[src/tfbs_pkg.sv]
// Shared types, constants and the tile marker encoder of the feedback bitmap scanner.
// Used by the front end, queue, back end and top level of the scanner; depends on nothing else.
package tfbs_pkg;

   localparam int unsigned WORD_BITS   = 32;
   localparam int unsigned INDEX_BITS  = 8;
   localparam int unsigned QUEUE_DEPTH = 4;
   localparam int unsigned QPTR_BITS   = $clog2(QUEUE_DEPTH);
   localparam int unsigned GROUP_COUNT = 6;

   localparam logic [7:0] POS_IDLE    = 8'd0;
   localparam logic [7:0] POS_HEADER1 = 8'd1;
   localparam logic [7:0] POS_DATA0   = 8'd2;
   localparam logic [7:0] POS_DONE    = 8'd173;
   localparam logic [7:0] TAIL_INDEX  = 8'd170;
   localparam logic [31:0] TAIL_MASK  = 32'h0FFF_FFFF;

   typedef struct packed {
      logic [WORD_BITS-1:0]  mask;
      logic [INDEX_BITS-1:0] index;
   } q_entry_type;

   typedef struct packed {
      logic empty;
      logic full;
   } q_status_type;

   function automatic logic [15:0] marker_of(logic [12:0] off);
      logic [3:0]  mip;
      logic [12:0] base;
      logic [11:0] inner;
      logic [5:0]  tx;
      logic [5:0]  ty;
      if (off < 13'd12) begin
         mip = 4'd5;
         base = 13'd8;
      end else if (off < 13'd28) begin
         mip = 4'd4;
         base = 13'd12;
      end else if (off < 13'd92) begin
         mip = 4'd3;
         base = 13'd28;
      end else if (off < 13'd348) begin
         mip = 4'd2;
         base = 13'd92;
      end else if (off < 13'd1372) begin
         mip = 4'd1;
         base = 13'd348;
      end else begin
         mip = 4'd0;
         base = 13'd1372;
      end
      inner = 12'(off - base);
      case (mip)
         4'd5: begin
            tx = {5'd0, inner[0]};
            ty = {5'd0, inner[1]};
         end
         4'd4: begin
            tx = {4'd0, inner[1:0]};
            ty = {4'd0, inner[3:2]};
         end
         4'd3: begin
            tx = {3'd0, inner[2:0]};
            ty = {3'd0, inner[5:3]};
         end
         4'd2: begin
            tx = {2'd0, inner[3:0]};
            ty = {2'd0, inner[7:4]};
         end
         4'd1: begin
            tx = {1'd0, inner[4:0]};
            ty = {1'd0, inner[9:5]};
         end
         default: begin
            tx = inner[5:0];
            ty = inner[11:6];
         end
      endcase
      if (off < 13'd8) begin
         return {4'(4'd13 - off[3:0]), 12'd0};
      end
      return {mip, ty, tx};
   endfunction

endpackage

[src/tfbs_front.sv]
// Front end of the feedback bitmap scanner: takes input words, tracks the header and
// the word position, and queues the eligible decision bits of each data word. Uses tfbs_pkg.
module tfbs_front (
   input  logic                 clock,
   input  logic                 reset,
   input  logic                 req_push,
   output logic                 req_full,
   input  logic [31:0]          req_word,
   input  logic                 req_start_req,
   input  tfbs_pkg::q_status_type q_status,
   output logic                 q_push,
   output tfbs_pkg::q_entry_type  q_entry
);
   import tfbs_pkg::*;

   logic [GROUP_COUNT-1:0] group_active_ff, group_active_in;
   logic [7:0]             patch_active_ff [GROUP_COUNT];
   logic [7:0]             patch_active_in [GROUP_COUNT];
   logic [7:0]             word_position_ff, word_position_in;
   logic                   accept;
   logic                   is_data;
   logic [INDEX_BITS-1:0]  index;
   logic [2:0]             grp;
   logic [2:0]             pat;
   logic                   enabled;
   logic [WORD_BITS-1:0]   mask;

   assign req_full = q_status.full;
   assign accept   = req_push && !req_full;
   assign index    = INDEX_BITS'(word_position_ff - POS_DATA0);
   assign grp      = index[7:5];
   assign pat      = index[4:2];
   assign is_data  = !req_start_req && (word_position_ff >= POS_DATA0)
                     && (word_position_ff < POS_DONE);
   assign enabled  = group_active_ff[grp] && patch_active_ff[grp][pat];
   assign mask     = (index == TAIL_INDEX) ? (req_word & TAIL_MASK) : req_word;

   assign q_push        = accept && is_data && enabled && (mask != '0);
   assign q_entry.mask  = mask;
   assign q_entry.index = index;

   always_comb begin
      group_active_in  = group_active_ff;
      patch_active_in  = patch_active_ff;
      word_position_in = word_position_ff;
      if (accept) begin
         if (req_start_req) begin
            group_active_in    = req_word[5:0];
            patch_active_in[0] = req_word[15:8];
            patch_active_in[1] = req_word[23:16];
            patch_active_in[2] = req_word[31:24];
            word_position_in   = POS_HEADER1;
         end else if (word_position_ff == POS_HEADER1) begin
            patch_active_in[3] = req_word[7:0];
            patch_active_in[4] = req_word[15:8];
            patch_active_in[5] = req_word[23:16];
            word_position_in   = POS_DATA0;
         end else if (is_data) begin
            word_position_in = word_position_ff + 8'd1;
         end
      end
   end

   always_ff @(posedge clock) begin
      if (reset) begin
         group_active_ff  <= '0;
         word_position_ff <= POS_IDLE;
         for (int g = 0; g < GROUP_COUNT; g++) begin
            patch_active_ff[g] <= '0;
         end
      end else begin
         group_active_ff  <= group_active_in;
         word_position_ff <= word_position_in;
         patch_active_ff  <= patch_active_in;
      end
   end

endmodule

[src/tfbs_queue.sv]
// Short queue of pending data words between the front and back ends of the scanner.
// Uses tfbs_pkg for the entry and status types.
module tfbs_queue (
   input  logic                   clock,
   input  logic                   reset,
   input  logic                   push,
   input  tfbs_pkg::q_entry_type  push_entry,
   input  logic                   pop,
   output tfbs_pkg::q_entry_type  head_entry,
   output tfbs_pkg::q_status_type status
);
   import tfbs_pkg::*;

   q_entry_type          slot_ff [QUEUE_DEPTH];
   logic [QPTR_BITS-1:0] wr_ptr_ff, wr_ptr_in;
   logic [QPTR_BITS-1:0] rd_ptr_ff, rd_ptr_in;
   logic [QPTR_BITS:0]   count_ff, count_in;
   logic                 do_push;
   logic                 do_pop;

   assign status.empty = (count_ff == '0);
   assign status.full  = (count_ff == (QPTR_BITS+1)'(QUEUE_DEPTH));
   assign do_push      = push && !status.full;
   assign do_pop       = pop && !status.empty;
   assign head_entry   = slot_ff[rd_ptr_ff];

   always_comb begin
      wr_ptr_in = do_push ? wr_ptr_ff + 1'b1 : wr_ptr_ff;
      rd_ptr_in = do_pop ? rd_ptr_ff + 1'b1 : rd_ptr_ff;
      count_in  = count_ff;
      if (do_push && !do_pop) begin
         count_in = count_ff + 1'b1;
      end else if (do_pop && !do_push) begin
         count_in = count_ff - 1'b1;
      end
   end

   always_ff @(posedge clock) begin
      if (reset) begin
         wr_ptr_ff <= '0;
         rd_ptr_ff <= '0;
         count_ff  <= '0;
      end else begin
         wr_ptr_ff <= wr_ptr_in;
         rd_ptr_ff <= rd_ptr_in;
         count_ff  <= count_in;
      end
   end

   always_ff @(posedge clock) begin
      if (do_push) begin
         slot_ff[wr_ptr_ff] <= push_entry;
      end
   end

endmodule

[src/tfbs_back.sv]
// Back end of the feedback bitmap scanner (tfbs_pkg): walks set bits of a queued word,
// lowest first, one tile marker per cycle into the result register if free or popped.
module tfbs_back (
   input  logic                   clock,
   input  logic                   reset,
   input  tfbs_pkg::q_entry_type  q_entry,
   input  tfbs_pkg::q_status_type q_status,
   output logic                   q_pop,
   output logic                   rsp_empty,
   input  logic                   rsp_pop,
   output logic [15:0]            rsp_tile_marker,
   output logic                   rsp_last
);
   import tfbs_pkg::*;

   logic [WORD_BITS-1:0]  mask_ff, mask_in;
   logic [INDEX_BITS-1:0] index_ff, index_in;
   logic                  busy_ff, busy_in;
   logic                  out_valid_ff, out_valid_in;
   logic [15:0]           marker_ff, marker_in;
   logic                  last_ff, last_in;
   logic [4:0]            bit_idx;
   logic [WORD_BITS-1:0]  rest;
   logic                  emit;

   assign rsp_empty       = !out_valid_ff;
   assign rsp_tile_marker = marker_ff;
   assign rsp_last        = last_ff;
   assign rest            = mask_ff & (mask_ff - 32'd1);
   assign emit            = busy_ff && (!out_valid_ff || rsp_pop);
   assign q_pop           = !busy_ff && !q_status.empty;

   always_comb begin
      bit_idx = '0;
      for (int b = WORD_BITS - 1; b >= 0; b--) begin
         if (mask_ff[b]) begin
            bit_idx = 5'(b);
         end
      end
   end

   always_comb begin
      mask_in      = mask_ff;
      index_in     = index_ff;
      busy_in      = busy_ff;
      out_valid_in = out_valid_ff;
      marker_in    = marker_ff;
      last_in      = last_ff;
      if (emit) begin
         out_valid_in = 1'b1;
         marker_in    = marker_of({index_ff, bit_idx});
         last_in      = (rest == '0);
         mask_in      = rest;
         busy_in      = (rest != '0);
      end else if (rsp_pop) begin
         out_valid_in = 1'b0;
      end
      if (q_pop) begin
         mask_in  = q_entry.mask;
         index_in = q_entry.index;
         busy_in  = 1'b1;
      end
   end

   always_ff @(posedge clock) begin
      if (reset) begin
         busy_ff      <= 1'b0;
         out_valid_ff <= 1'b0;
      end else begin
         busy_ff      <= busy_in;
         out_valid_ff <= out_valid_in;
      end
   end

   always_ff @(posedge clock) begin
      mask_ff   <= mask_in;
      index_ff  <= index_in;
      marker_ff <= marker_in;
      last_ff   <= last_in;
   end

endmodule

[src/tile_feedback_bitmap_scanner_unit.sv]
// Top level of the feedback bitmap scanner: front end, word queue and back end.
// Uses tfbs_pkg, tfbs_front, tfbs_queue and tfbs_back.
// An input word is taken every cycle while the four-entry word queue has room.
// The first marker of a data word passes the word queue, the back end's mask register
// and the result register; the back end then emits one marker per cycle while the result
// register is free or popped. Header words and empty data words are not queued.
// Synchronous reset empties the queue and result register and clears the activity masks.
module tile_feedback_bitmap_scanner_unit (
   input  logic        clock,
   input  logic        reset,
   input  logic        req_push,
   output logic        req_full,
   input  logic [31:0] req_word,
   input  logic        req_start_req,
   output logic        rsp_empty,
   input  logic        rsp_pop,
   output logic [15:0] rsp_tile_marker,
   output logic        rsp_last
);
   import tfbs_pkg::*;

   q_status_type q_status;
   q_entry_type  push_entry;
   q_entry_type  head_entry;
   logic         q_push;
   logic         q_pop;

   tfbs_front u_front (
      .clock         (clock),
      .reset         (reset),
      .req_push      (req_push),
      .req_full      (req_full),
      .req_word      (req_word),
      .req_start_req (req_start_req),
      .q_status      (q_status),
      .q_push        (q_push),
      .q_entry       (push_entry)
   );

   tfbs_queue u_queue (
      .clock      (clock),
      .reset      (reset),
      .push       (q_push),
      .push_entry (push_entry),
      .pop        (q_pop),
      .head_entry (head_entry),
      .status     (q_status)
   );

   tfbs_back u_back (
      .clock           (clock),
      .reset           (reset),
      .q_entry         (head_entry),
      .q_status        (q_status),
      .q_pop           (q_pop),
      .rsp_empty       (rsp_empty),
      .rsp_pop         (rsp_pop),
      .rsp_tile_marker (rsp_tile_marker),
      .rsp_last        (rsp_last)
   );

endmodule

[config.mk]
export PLATFORM = sky130hd
export DESIGN_NAME = tile_feedback_bitmap_scanner_unit
export DESIGN_NICKNAME = d
export VERILOG_FILES = /design/src/tfbs_pkg.sv /design/src/tfbs_front.sv /design/src/tfbs_queue.sv /design/src/tfbs_back.sv /design/src/tile_feedback_bitmap_scanner_unit.sv
export SDC_FILE = /design/constraint.sdc
export NUM_CORES = 1
export LEC_CHECK = 0
export BUFFER_PORTS_ARGS = -buffer_cell sky130_fd_sc_hd__buf_2
export CELL_PAD_IN_SITES_DETAIL_PLACEMENT = 0
export CELL_PAD_IN_SITES_GLOBAL_PLACEMENT = 1
export CORE_MARGIN = 2
export CORE_UTILIZATION = 51
export DETAILED_ROUTE_END_ITERATION = 6
export PLACE_DENSITY = 0.77
export SYNTH_ARGS = -nofsm -noshare
export SYNTH_HDL_FRONTEND = slang
export SYNTH_HIERARCHICAL = 1
export SYNTH_SLANG_ARGS = --single-unit
[constraint.sdc]
create_clock -name clock -period 5.3 [get_ports clock]
set_clock_uncertainty 0.1 [all_clocks]
set_input_delay 1.06 -clock clock [delete_from_list [all_inputs] [get_ports clock]]
set_output_delay 1.06 -clock clock [all_outputs]
set_load 0.005 [all_outputs]
==> results of run 1 <==
## layer usage
| metal | share of wire | track usage |
|---|---|---|
| met5 | 0 | 0 |
| met4 | 0.030 | 0.0596 |
| met3 | 0.046 | 0.0250 |
| met2 | 0.47 | 0.341 |
| met1 | 0.45 | 0.297 |
## cell usage after synthesis (6+ instances only)
cell type  number  area share
nand2_1       124       0.035
nor3_1         21      0.0078
edfxtp_1      217        0.48
a21oi_1        56       0.021
nor2b_1         7      0.0033
nor4_1         15      0.0070
mux4_2         42       0.070
o21ai_0        40       0.015
o31ai_1        14      0.0078
dfxtp_1        73        0.11
a211oi_1        6      0.0034
a31oi_1         7      0.0033
buf_4          33       0.018
nand2b_1        7      0.0033
buf_2          12      0.0045
or4_1           7      0.0039
clkbuf_1       30      0.0084
mux2i_1        58       0.043
ha_1           19       0.018
and2_1         12      0.0056
xnor2_1        13      0.0085
or3_1           7      0.0033
xor2_1          7      0.0046
nand3_1        14      0.0052
inv_1          28      0.0078
nand4_1         8      0.0037
nor2_1         79       0.022
## placed cells by master (no fill, tap or decap), types with 30 or more instances in the layout
cell type and count:
mux4_2 42, mux2i_1 58, clkbuf_16 30, buf_2 55
dfxtp_1 71, edfxtp_1 217, nor2_1 79, nand2_1 124
o21ai_0 40, a21oi_1 56
## tightest hold or removal path, cell delays in order, from the launching register on
cell and delay, ns:
dfxtp_1 0.31, nand2_1 0.05, a21oi_1 0.05
## cell families (layout without fill, tap and decap cells)
family | Yosys count | count (layout)
AOI/OAI and AO/OA | 171 | 171
xor gates and xnor gates | 22 | 22
adders and majority gates | 24 | 24
buffers and inverters | 115 | 154
DFF | 290 | 290
muxes | 102 | 102
and+or+nand+nor | 333 | 333
## worst paths after layout
kind,end,slack [ns],cells after the start
setup / recovery,u_queue/count_ff[2],0.65,17
hold / removal,u_front/patch_active_ff[45],0.36,2
setup reg to reg,u_queue/count_ff[2],0.65,17
hold reg to reg,u_front/patch_active_ff[45],0.36,2
## metrics by stage
stage / power [mW] / std cells / utilization
final: 4.70 / 1431 / 0.566
after global routing: 4.85 / 1431 / 0.566
after CTS: 4.74 / 1431 / 0.566
after detailed placement: 2.64 / 1376 / 0.527
after global placement: 2.64 / 1376 / 0.527
after floorplan: 2.59 / 1057 / -
## final cells by class
cell class / instances / area (um^2) / area share
flip-flops and latches: 290 / 7980 / 0.543
repair buffers: 67 / 378 / 0.0257
clock buffers: 37 / 797 / 0.0542
well taps: 335 / 419 / 0.0285
clock inverters: 18 / 200 / 0.0136
multi-input cells: 652 / 4800 / 0.327
inverters: 32 / 120 / 0.00817
## sequential cells by signal, summed over array words and instances, names as in the netlist, named ones only
signal,count
u_queue/rd_ptr_ff,2
u_back/rsp_tile_marker,16
u_back/busy_ff,1
u_front/patch_active_ff,48
u_queue/slot_ff,160
u_back/mask_ff,32
u_back/out_valid_ff,1
u_front/word_position_ff,8
u_front/group_active_ff,6
u_back/index_ff,8
u_queue/wr_ptr_ff,2
u_back/rsp_last,1
u_queue/count_ff,3
## power by group through the flow
stage                     Clock [mW]  Combinational [mW]  Sequential [mW]
after global routing            2.24               0.149             2.46
after detailed placement           0               0.134             2.51
final                           2.11               0.134             2.46
after CTS                       2.14               0.135             2.46
after floorplan                    0              0.0949             2.50
after global placement             0               0.133             2.51
==> flow_summary.toml, run 1 <==
[run_status]
status = "completed"

[critical_path]
slowest_stage = "xor2_1"
cp-startpoint = "u_front/word_position_ff[1]"
cp_cell_sequence = "inv_1, ha_1, nand3b_1, xor2_1, inv_1, nand4_1, a211oi_1, nor3_1, o31a_1, clkinv_1, nor2_2, ha_1, inv_1, fa_1, xor2_1, or3_1, a21oi_1"
timing.rr.start = "u_front/word_position_ff[1]"
cp.arrival_ns = 5.03
crit_family = "simple AND/OR/NAND/NOR gates"
path_max_fanout = 14
cpPeakStageDelay_ns = 0.79
crit_type = "flip-flop to flip-flop"
cp_num_buf_inv = 4
worst_setup_path_end_kind = "flip-flop"
required_ns = 5.68
critical_path.most_common_cell = "inv_1"
start_kind = "flip-flop"

[power_and_ir_drop]
p_comb_frac = 0.029
sw_frac_of_total = 0.202
power_frac_clock = 0.448
power_density_mw_per_mm2 = 320
p_int_mw = 3.75
seq_power_share = 0.523
switchingPower_mw = 0.951
power_leakage_nw = 4.98
vdd_drop_max_uv = 289

[finish]
fillCellCount = 2194
area_delta_synth_final_pct = 9.35
drive_above_1_share = 0.174
antenna_cells = 0
final_nets = 1130
postLayoutCellArea_mm2 = 0.0147

[floorplanning]
die_x_um = 166
ios = 56
start_util = 0.517
rows = 59
die_area_mm2 = 0.0277
die_h_um = 166
fp.coreArea_mm2 = 0.0260

[logic_synthesis]
synthSimpleGateAreaFrac = 0.122
synth.distinct_cells = 81
synth_enable_flop_cells = 217
syn_area_mm2 = 0.0134
syn_nets = 1114
yosysWarnings = 6
synth_mux_area_frac = 0.115
synth-async-reset-ratio = 0
synth_top_family_by_area = "simple AND/OR/NAND/NOR gates"
ys_seq_elements = 290
avgSynthCellArea_um2 = 12.7
synth_cells = 1057
synth_xor_area_frac = 0.0163
synthFlopType = "edfxtp_1"
synth_compound_area_frac = 0.0813
yosysSeqAreaShare = 0.594
synth_fa_ha_area_frac = 0.0223

[drt]
post-route-drc-count = 0
wl_um = 28700
wl_per_cell_um = 20.1
dr.pass1.iters = 5
vias = 8290
drt_iter0_drc = 588
vias_per_cell = 5.79
antenna_left = 0

[timing]
postLayoutSetupSlackWorst_ns = 0.649
final_hold_viol_count = 0
worst_slew_pin_slew_ns = 1.15
slew_viol_final = 0
fin_setup_tns_ns = 0
hold_ws_ns = 0.359
setup_viol = 0
max-slew-margin-rel = 0.232
fmaxAchievable_mhz = 215
finalCritPeriodShare = 0.877
rsz0062_at_grt = "false"
min_period_ns = 4.65

[global_route]
overflow = 0
grt_usage = 0.209
grt_max_degree = 69
antenna_found_initial = 0
first_global_vias = 8068
grt_first_pass_wirelength_um = 45900

[cts]
cts_buffer_depth = 3
numCtsBuffers = 30
cts_tree = "yes"
cts_resized = 0
post-cts-setup-buffers = 0
cts_root_buf = "clkbuf_16"
clkLatencyLatePin_ns = 0.56
clkSinkCount = 290
htreeDepth = 1
ctsHoldBuffers = 0
path_clk_slew_ns = 0.06

[placement]
gp_congestion = 0.865
place_ws_ns = 0.663
hpwl_um = 19700
io_buffers = 55
placed_area_mm2 = 0.0137

[worst_hold_path]
worstHoldStart = "u_front/patch_active_ff[45]"
hold_path_class = "flip-flop to flip-flop"

[job]
max-cap-violations = 0
Power figures use the tool's default switching activity.
==> run 2, diff against run 1 <==
Settings changed: REMOVE_ABC_BUFFERS from default to 1.
==> run 2 against run 1 <==
Against the previous run: routed wire length is 2.3% higher; fmax is 0.38% higher; critical path type unchanged; utilization is 0.058 points higher; worst hold slack worse by 0.0032 ns; largest cell class unchanged; cell count is 0.28% higher; sequential cell count stayed put.
==> flow_summary.toml, run 2 (synthesis results as in run 1) <==
[timing]
rsz0062_at_grt = "false"
min_period_ns = 4.63
fin_setup_tns_ns = 0
slew_viol_final = 0
final_hold_viol_count = 0
max-slew-margin-rel = 0.216
finalCritPeriodShare = 0.874
worst_slew_pin_slew_ns = 1.17
fmaxAchievable_mhz = 216
setup_viol = 0

[placement]
hpwl_um = 20000
io_buffers = 55
gp_congestion = 0.855
placed_cells = 1381

[finish]
fillCellCount = 2143
area_delta_synth_final_pct = 9.46
top_regs = "u_queue/slot_ff x160, u_front/patch_active_ff x48, u_back/mask_ff x32"
final_cell_mix = "edfxtp_1, nand2_1, nor2_1"
antenna_cells = 0
drive_above_1_share = 0.179
final_cells = 1435
largest_reg_flops = 160
final_nets = 1134
final_common_cell = "edfxtp_1"
regMostFlops = "u_queue/slot_ff"

[critical_path]
worst_setup_path_end_kind = "flip-flop"
cp_cell_sequence = "inv_1, ha_1, nor3b_4, xnor2_4, buf_4, mux2i_1, o31ai_1, o221ai_1, o22ai_1, o31a_1, clkinv_1, nor2_2, ha_1, inv_1, fa_1, xor2_1, or3_1, a21oi_1"
path_max_fanout = 15
crit_type = "flip-flop to flip-flop"
timing.rr.start = "u_front/word_position_ff[1]"
cp.arrival_ns = 5.02
required_ns = 5.69
cpPeakStageDelay_ns = 0.54
r2r_setup_slack_ns = 0.67
slowest_stage = "xnor2_4"
start_kind = "flip-flop"
r2r_end = "u_queue/count_ff[2]"
ff2ff_path_depth = 18

[worst_hold_path]
hold_path_end = "u_front/group_active_ff[5]"
whs_path_depth = 2
hold_path_class = "flip-flop to flip-flop"
worstHoldStart = "u_front/group_active_ff[5]"

[floorplanning]
rows = 59
die_h_um = 166
ios = 56
die_x_um = 166
die_area_mm2 = 0.0277
start_util = 0.517
fp.coreArea_mm2 = 0.0260

[cts]
cts_root_buf = "clkbuf_16"
ctsHoldBuffers = 0
path_clk_slew_ns = 0.06
post-cts-setup-buffers = 0
htreeDepth = 1
cts_tree = "yes"
clkLatencyLatePin_ns = 0.56
cts_resized = 0
cts_buffer_depth = 3
numCtsBuffers = 29
clkSinkCount = 290

[global_route]
overflow = 0
grt_max_degree = 61
antenna_found_initial = 0
grt_usage = 0.213
first_global_vias = 8206
grt-busiest-layer = "met2"
grt_first_pass_wirelength_um = 46400
met3_usage = 0.0284
met1_usage = 0.298
use_met2 = 0.354

[drt]
wl_per_cell_um = 20.5
antenna_left = 0
vias_per_cell = 5.80
vias = 8316
wl_um = 29400
dr.pass1.iters = 5
post-route-drc-count = 0
drt_iter0_drc = 571

[power_and_ir_drop]
vdd_drop_max_uv = 270
p_int_mw = 3.73
power_frac_clock = 0.448
power_leakage_nw = 4.98
p_comb_frac = 0.028
sw_frac_of_total = 0.205
seq_power_share = 0.524
power_density_mw_per_mm2 = 319
switchingPower_mw = 0.961

[run_status]
status = "completed"

[job]
max-cap-violations = 0
==> run 2: cell count changes in the layout (fill, tap and decap cells not counted), sizes merged <==
cell / change
clkinv: -10
buf: +5
clkbuf: +5
clkinvlp: +3
inv: +2
bufinv: -1
==> run 2: through the flow <==
step / instance area [um^2] / worst slack (ns) / hold slack [ns] / utilization / total power, mW
6_report: 14700 / 0.667 / 0.356 / 0.566 / 4.69
5_1_grt: 14700 / 0.265 / 0.368 / 0.566 / 4.84
4_1_cts: 14700 / 0.645 / 0.356 / 0.566 / 4.73
3_5_place_dp: 13700 / 0.692 / 0.347 / 0.528 / 2.64
3_3_place_gp: 13700 / 0.811 / 0.341 / 0.528 / 2.64
2_1_floorplan: 12900 / 0.752 / 0.327 / - / 2.57
==> run 2: metal layers <==
layer  wire length (um)  vias to the layer above
met5                  0                        -
met4                686                        0
met3               1550                       38
met2              14300                      210
met1              12800                     4102
li1                   -                     3966
==> run 2: worst max-delay path, delay by kind of cell (launching register included) <==
| kind | cells | cell delay [ns] |
|---|---|---|
| AOI/OAI and AO/OA | 5 | 0.94 |
| and+or+nand+nor | 3 | 0.72 |
| adders and majority gates | 3 | 0.89 |
| buffers and inverters | 4 | 0.68 |
| muxes | 1 | 0.11 |
| DFF | 1 | 0.42 |
| xor gates and xnor gates | 2 | 0.71 |
==> run 2: power by group through the flow <==
stage | Sequential (mW) | Clock, mW | Combinational [mW]
3_5_place_dp | 2.51 | 0 | 0.133
6_report | 2.46 | 2.10 | 0.133
2_1_floorplan | 2.50 | 0 | 0.0652
3_3_place_gp | 2.51 | 0 | 0.131
4_1_cts | 2.46 | 2.14 | 0.134
5_1_grt | 2.46 | 2.23 | 0.148
==> run 2: worst max-delay path by stage <==
stage | start | endpoint | slack (ns)
floorplan | u_front/word_position_ff[1] | u_queue/slot_ff[0][0] | 0.75
global placement | u_front/word_position_ff[1] | u_queue/count_ff[2] | 0.81
detailed placement | u_front/word_position_ff[1] | u_queue/count_ff[2] | 0.69
CTS | u_front/word_position_ff[1] | u_queue/count_ff[2] | 0.64
global route | u_front/word_position_ff[1] | u_queue/count_ff[2] | 0.26
finish | u_front/word_position_ff[1] | u_queue/count_ff[2] | 0.67
==> run 2: area by class of cell <==
class / instances / area, um^2 / area share
clock buffers: 42 / 828 / 0.0563
clock inverters: 12 / 159 / 0.0108
inverters: 32 / 120 / 0.00817
multi-input cells: 652 / 4800 / 0.326
flip-flops and latches: 290 / 7980 / 0.542
well taps: 335 / 419 / 0.0285
repair buffers: 72 / 403 / 0.0274
